`config.mk`:
```
export PLATFORM = sky130hd
export DESIGN_NAME = lzw_cell
export DESIGN_NICKNAME = d
export VERILOG_FILES = /design/src/sv/lzw_ram.sv /design/src/sv/lzw_cell.sv
export SDC_FILE = /design/constraint.sdc
export NUM_CORES = 1
export LEC_CHECK = 0
export BUFFER_PORTS_ARGS = -buffer_cell sky130_fd_sc_hd__buf_2
export CORE_MARGIN = 1.5
export CORE_UTILIZATION = 25
export DETAILED_ROUTE_END_ITERATION = 12
export PLACE_DENSITY = 0.37
export SLEW_MARGIN = 10
export SYNTH_ARGS = -nofsm -noshare
export SYNTH_HDL_FRONTEND = slang
export SYNTH_HIERARCHICAL = 1
export SYNTH_SLANG_ARGS = --single-unit
```
`constraint.sdc`:
```
create_clock -name i_clk -period 2.2 [get_ports i_clk]
set_input_delay 0.44 -clock i_clk [delete_from_list [all_inputs] [get_ports i_clk]]
set_output_delay 0.44 -clock i_clk [all_outputs]
set_load 0.02 [all_outputs]
```
`src/sv/lzw_ram.sv`:
```
module lzw_ram #(
    parameter int WIDTH = 8,
    parameter int DEPTH = 16
) (
    input  logic                     i_clk,
    input  logic                     i_we,
    input  logic [$clog2(DEPTH)-1:0] i_waddr,
    input  logic [WIDTH-1:0]         i_wdata,
    input  logic [$clog2(DEPTH)-1:0] i_raddr,
    output logic [WIDTH-1:0]         o_rdata
);

    logic [WIDTH-1:0] r_mem [DEPTH];
    logic [WIDTH-1:0] r_rdata;

    always_ff @(posedge i_clk) begin
        if (i_we) begin
            r_mem[i_waddr] <= i_wdata;
        end
        r_rdata <= r_mem[i_raddr];
    end

    assign o_rdata = r_rdata;

endmodule

```
`src/sv/lzw_cell.sv`:
```
// One probe cell: a dictionary bank with registered read, plus the token
// register that carries the probe on to the next cell.
module lzw_cell #(
    parameter int ADDR_W = 4,
    parameter int DATA_W = 8,
    parameter int TOK_W  = 8
) (
    input  logic              i_clk,
    input  logic              i_rst_n,
    input  logic              i_tok_valid,
    input  logic [TOK_W-1:0]  i_tok_data,
    input  logic [ADDR_W-1:0] i_rd_addr,
    input  logic              i_wr_en,
    input  logic [ADDR_W-1:0] i_wr_addr,
    input  logic [DATA_W-1:0] i_wr_data,
    output logic              o_tok_valid,
    output logic [TOK_W-1:0]  o_tok_data,
    output logic [DATA_W-1:0] o_rd_data
);

    logic             r_tok_valid;
    logic [TOK_W-1:0] r_tok_data;

    lzw_ram #(
        .WIDTH (DATA_W),
        .DEPTH (2 ** ADDR_W)
    ) u_bank (
        .i_clk   (i_clk),
        .i_we    (i_wr_en),
        .i_waddr (i_wr_addr),
        .i_wdata (i_wr_data),
        .i_raddr (i_rd_addr),
        .o_rdata (o_rd_data)
    );

    always_ff @(posedge i_clk) begin
        if (!i_rst_n) begin
            r_tok_valid <= 1'b0;
        end else begin
            r_tok_valid <= i_tok_valid;
        end
    end

    // token payload travels alongside the read, so it lines up with the data
    always_ff @(posedge i_clk) begin
        r_tok_data <= i_tok_data;
    end

    assign o_tok_valid = r_tok_valid;
    assign o_tok_data  = r_tok_data;

endmodule
```
==> results_dict.tcl <==
set metrics [dict create \
    min_path_type "primary input to flip-flop" \
    clkTransAtPathRegs_ns 0.06 \
    grt_overflow 0 \
    drt-pass1-iter-count 4 \
    cts_hold_buf 0 \
    totalWireLength_um 11950 \
    die-width_um 149.1 \
    gp_congestion 0.6982 \
    r2r_start "u_bank/r_mem[9][4]$_DFFE_PP_" \
    finalSetupViolations 0 \
    drive_gt1_frac 0.3567 \
    synth-simple-area-share 0.03190 \
    start_util 0.2545 \
    finalSetupTns_ns 0 \
    synth_seq_cells 145 \
    ir_drop_v 0.0005546 \
    syn_area_mm2 0.005334 \
    portBuffers 44 \
    hold_viol 0 \
    grt_usage 0.1168 \
    start_kind "primary input" \
    grt_max_degree 33 \
    n_antenna_cell 0 \
    worstHoldStart "i_tok_data[1]" \
    drc_errors 0 \
    cts_buffer_depth 2 \
    post_cts_buffers 0 \
    grt_pass1_vias 2685 \
    synthMuxAreaShare 0.1450 \
    final_util 0.3203 \
    leakagePower_nw 2.302 \
    synth_top_cell_by_area "edfxtp_1" \
    htree_levels 4 \
    die_area_mm2 0.02222 \
    synth_compound_area_frac 0.02252 \
    post_cts_resize_count 0 \
    wl_met2_um 5482 \
    cts_buffers 17 \
    layout_commonest_cell "edfxtp_1" \
    max_slew.worst_pin.slew_ns 0.4766 \
    num_vias 2614 \
    slowest_delay_ns 0.59 \
    skew_ns 0.005889 \
    syn_to_final_growth_pct 25.85 \
    critical_path_arrival_ns 1.84 \
    routed_via_density 4.335 \
    r2r_end "u_bank/o_rdata[4]$_DFF_P_" \
    min_path_cells 1 \
    criticalPathCategory "primary input to flip-flop" \
    rsz0062_at_grt "no" \
    met1_length_um 5782 \
    path_max_fanout 15 \
    rrSetupSlack_ns 0.77 \
    layout_common_cells "128 x edfxtp_1, 44 x buf_2, 20 x buf_4" \
    max_slew_margin 0.6811 \
    drtIter0Drc 132 \
    wl_per_cell_um 19.82 \
    worstPathCellList "buf_2 -> buf_12 -> mux4_1 -> a22oi_1 -> nand2_1" \
    num_rows 53 \
    avgSynthCellArea_um2 22.32 \
    power_density_mw_per_mm2 1008 \
    mappedNetlistNets 267 \
    synth_top_family_by_area "multiplexers" \
    yosys_warnings 6 \
    ant_nets 0 \
    clock-sinks 145 \
    p_total_w 0.006764 \
    seq_area_frac_synth 0.7844 \
    holdPathEnd "o_tok_data[1]$_DFF_P_" \
    max_freq_ghz 0.6452 \
    clkLatencyLatePin_ns 0.42 \
    r2r_cells 3 \
    die_h_um 149.1 \
    hpwl_um 7787 \
    fin_nets 343 \
    end_kind "flip-flop" \
    yosysTopAreaCellShare 0.7206 \
    synthCells 239 \
    core_mm2 0.02096 \
    top_layer "met4" \
    worstPathRequired_ns 2.49 \
    antenna_found_initial 2 \
    pin_count 45 \
    grt_pass1_wl_um 17810 \
    cap_violations 0 \
    final_cells 603 \
    status "finished clean" \
    dr_wl_met3_um 490 \
    ys_top_cells_by_area "edfxtp_1 72%, mux4_2 7.6%, mux4_1 6.9%" \
    synth_cell_types 19 \
    synth_xor_area_frac 0 \
    slowest_stage "mux4_1" \
    cts_root_buffer "clkbuf_16" \
    cts_tree "yes" \
    period_needed_ns 1.550 \
    placed_cells 571 \
    yosys.area_share.adder 0 \
    fin_crit_sh 0.7045 \
    maxSlewViolCount 0 \
]
==> layer usage <==
metal	up-vias	global-route usage
li1	1158	-
met1	1379	0.1613
met2	61	0.1731
met3	16	0.03242
met4	0	0.04752
met5	-	0
==> worst max path at each step <==
stage / from / end / slack (ns)
finish: i_rd_addr[0] / u_bank/o_rdata[4]$_DFF_P_ / 0.65
global route: i_rd_addr[0] / u_bank/o_rdata[0]$_DFF_P_ / 0.60
CTS: i_rd_addr[0] / u_bank/o_rdata[4]$_DFF_P_ / 0.66
detailed placement: i_rd_addr[0] / u_bank/o_rdata[4]$_DFF_P_ / 0.21
global placement: i_rd_addr[0] / u_bank/o_rdata[4]$_DFF_P_ / 0.19
floorplan: i_wr_addr[2] / u_bank/r_mem[0][0]$_DFFE_PP_ / 0.27
==> cell type report <==
type                    instances  area, um2
repair buffers                 67      430.4
fillers                      2078      14240
well taps                     275      344.1
clock buffers                  18      429.2
clock inverters                14      261.5
multi-input cells              84       1064
flip-flops and latches        145       4184
==> synth_stat cells <==
library cell / count
nor2_1: 13
dfxtp_1: 17
and2_1: 2
edfxtp_1: 128
or3b_2: 1
clkdlybuf4s25_2: 3
buf_2: 3
nand2b_1: 2
mux4_1: 14
and2b_1: 1
nand2_1: 9
nor3_1: 4
nand3_1: 1
nor2b_1: 1
a22oi_1: 16
nand3b_1: 2
mux4_2: 18
buf_4: 1
buf_6: 3
==> critical path, delay by kind of cell <==
kind	cells	cell delay (ns)
AO/OA/AOI/OAI	1	0.35
buffers and inverters	2	0.36
multiplexers	1	0.59
AND/OR/NAND/NOR	1	0.08
==> registers in the layout (all words and copies together) (netlist names) <==
signal / flops
u_bank/r_mem: 128
o_tok_data: 8
u_bank/o_rdata: 8
o_tok_valid: 1
==> kinds of logic (layout without fill, tap and decap cells) <==
kind of cell	Yosys count	after routing
buf+inv	10	99
simple gates	36	36
compound gates	16	16
mux	32	32
flops	145	145
==> metrics by stage <==
| step | setup WS, ns | instance area [um2] | hold WS [ns] |
|---|---|---|---|
| after floorplan | 0.2671 | 5334 | 0.4677 |
| after detailed placement | 0.2114 | 6022 | 0.5436 |
| final | 0.6501 | 6713 | 0.1177 |
| after global routing | 0.6025 | 6713 | 0.09656 |
| after global placement | 0.1874 | 6022 | 0.5422 |
| after CTS | 0.6617 | 6713 | 0.09529 |
==> power by group <==
| group | internal [W] | switching, W |
|---|---|---|
| clock network | 0.00224 | 0.00110 |
| logic | 0.000135 | 0.000194 |
| registers | 0.00307 | 0.0000260 |
| total | 0.00544 | 0.00132 |
Note: power is estimated with default switching activity, not from simulation.
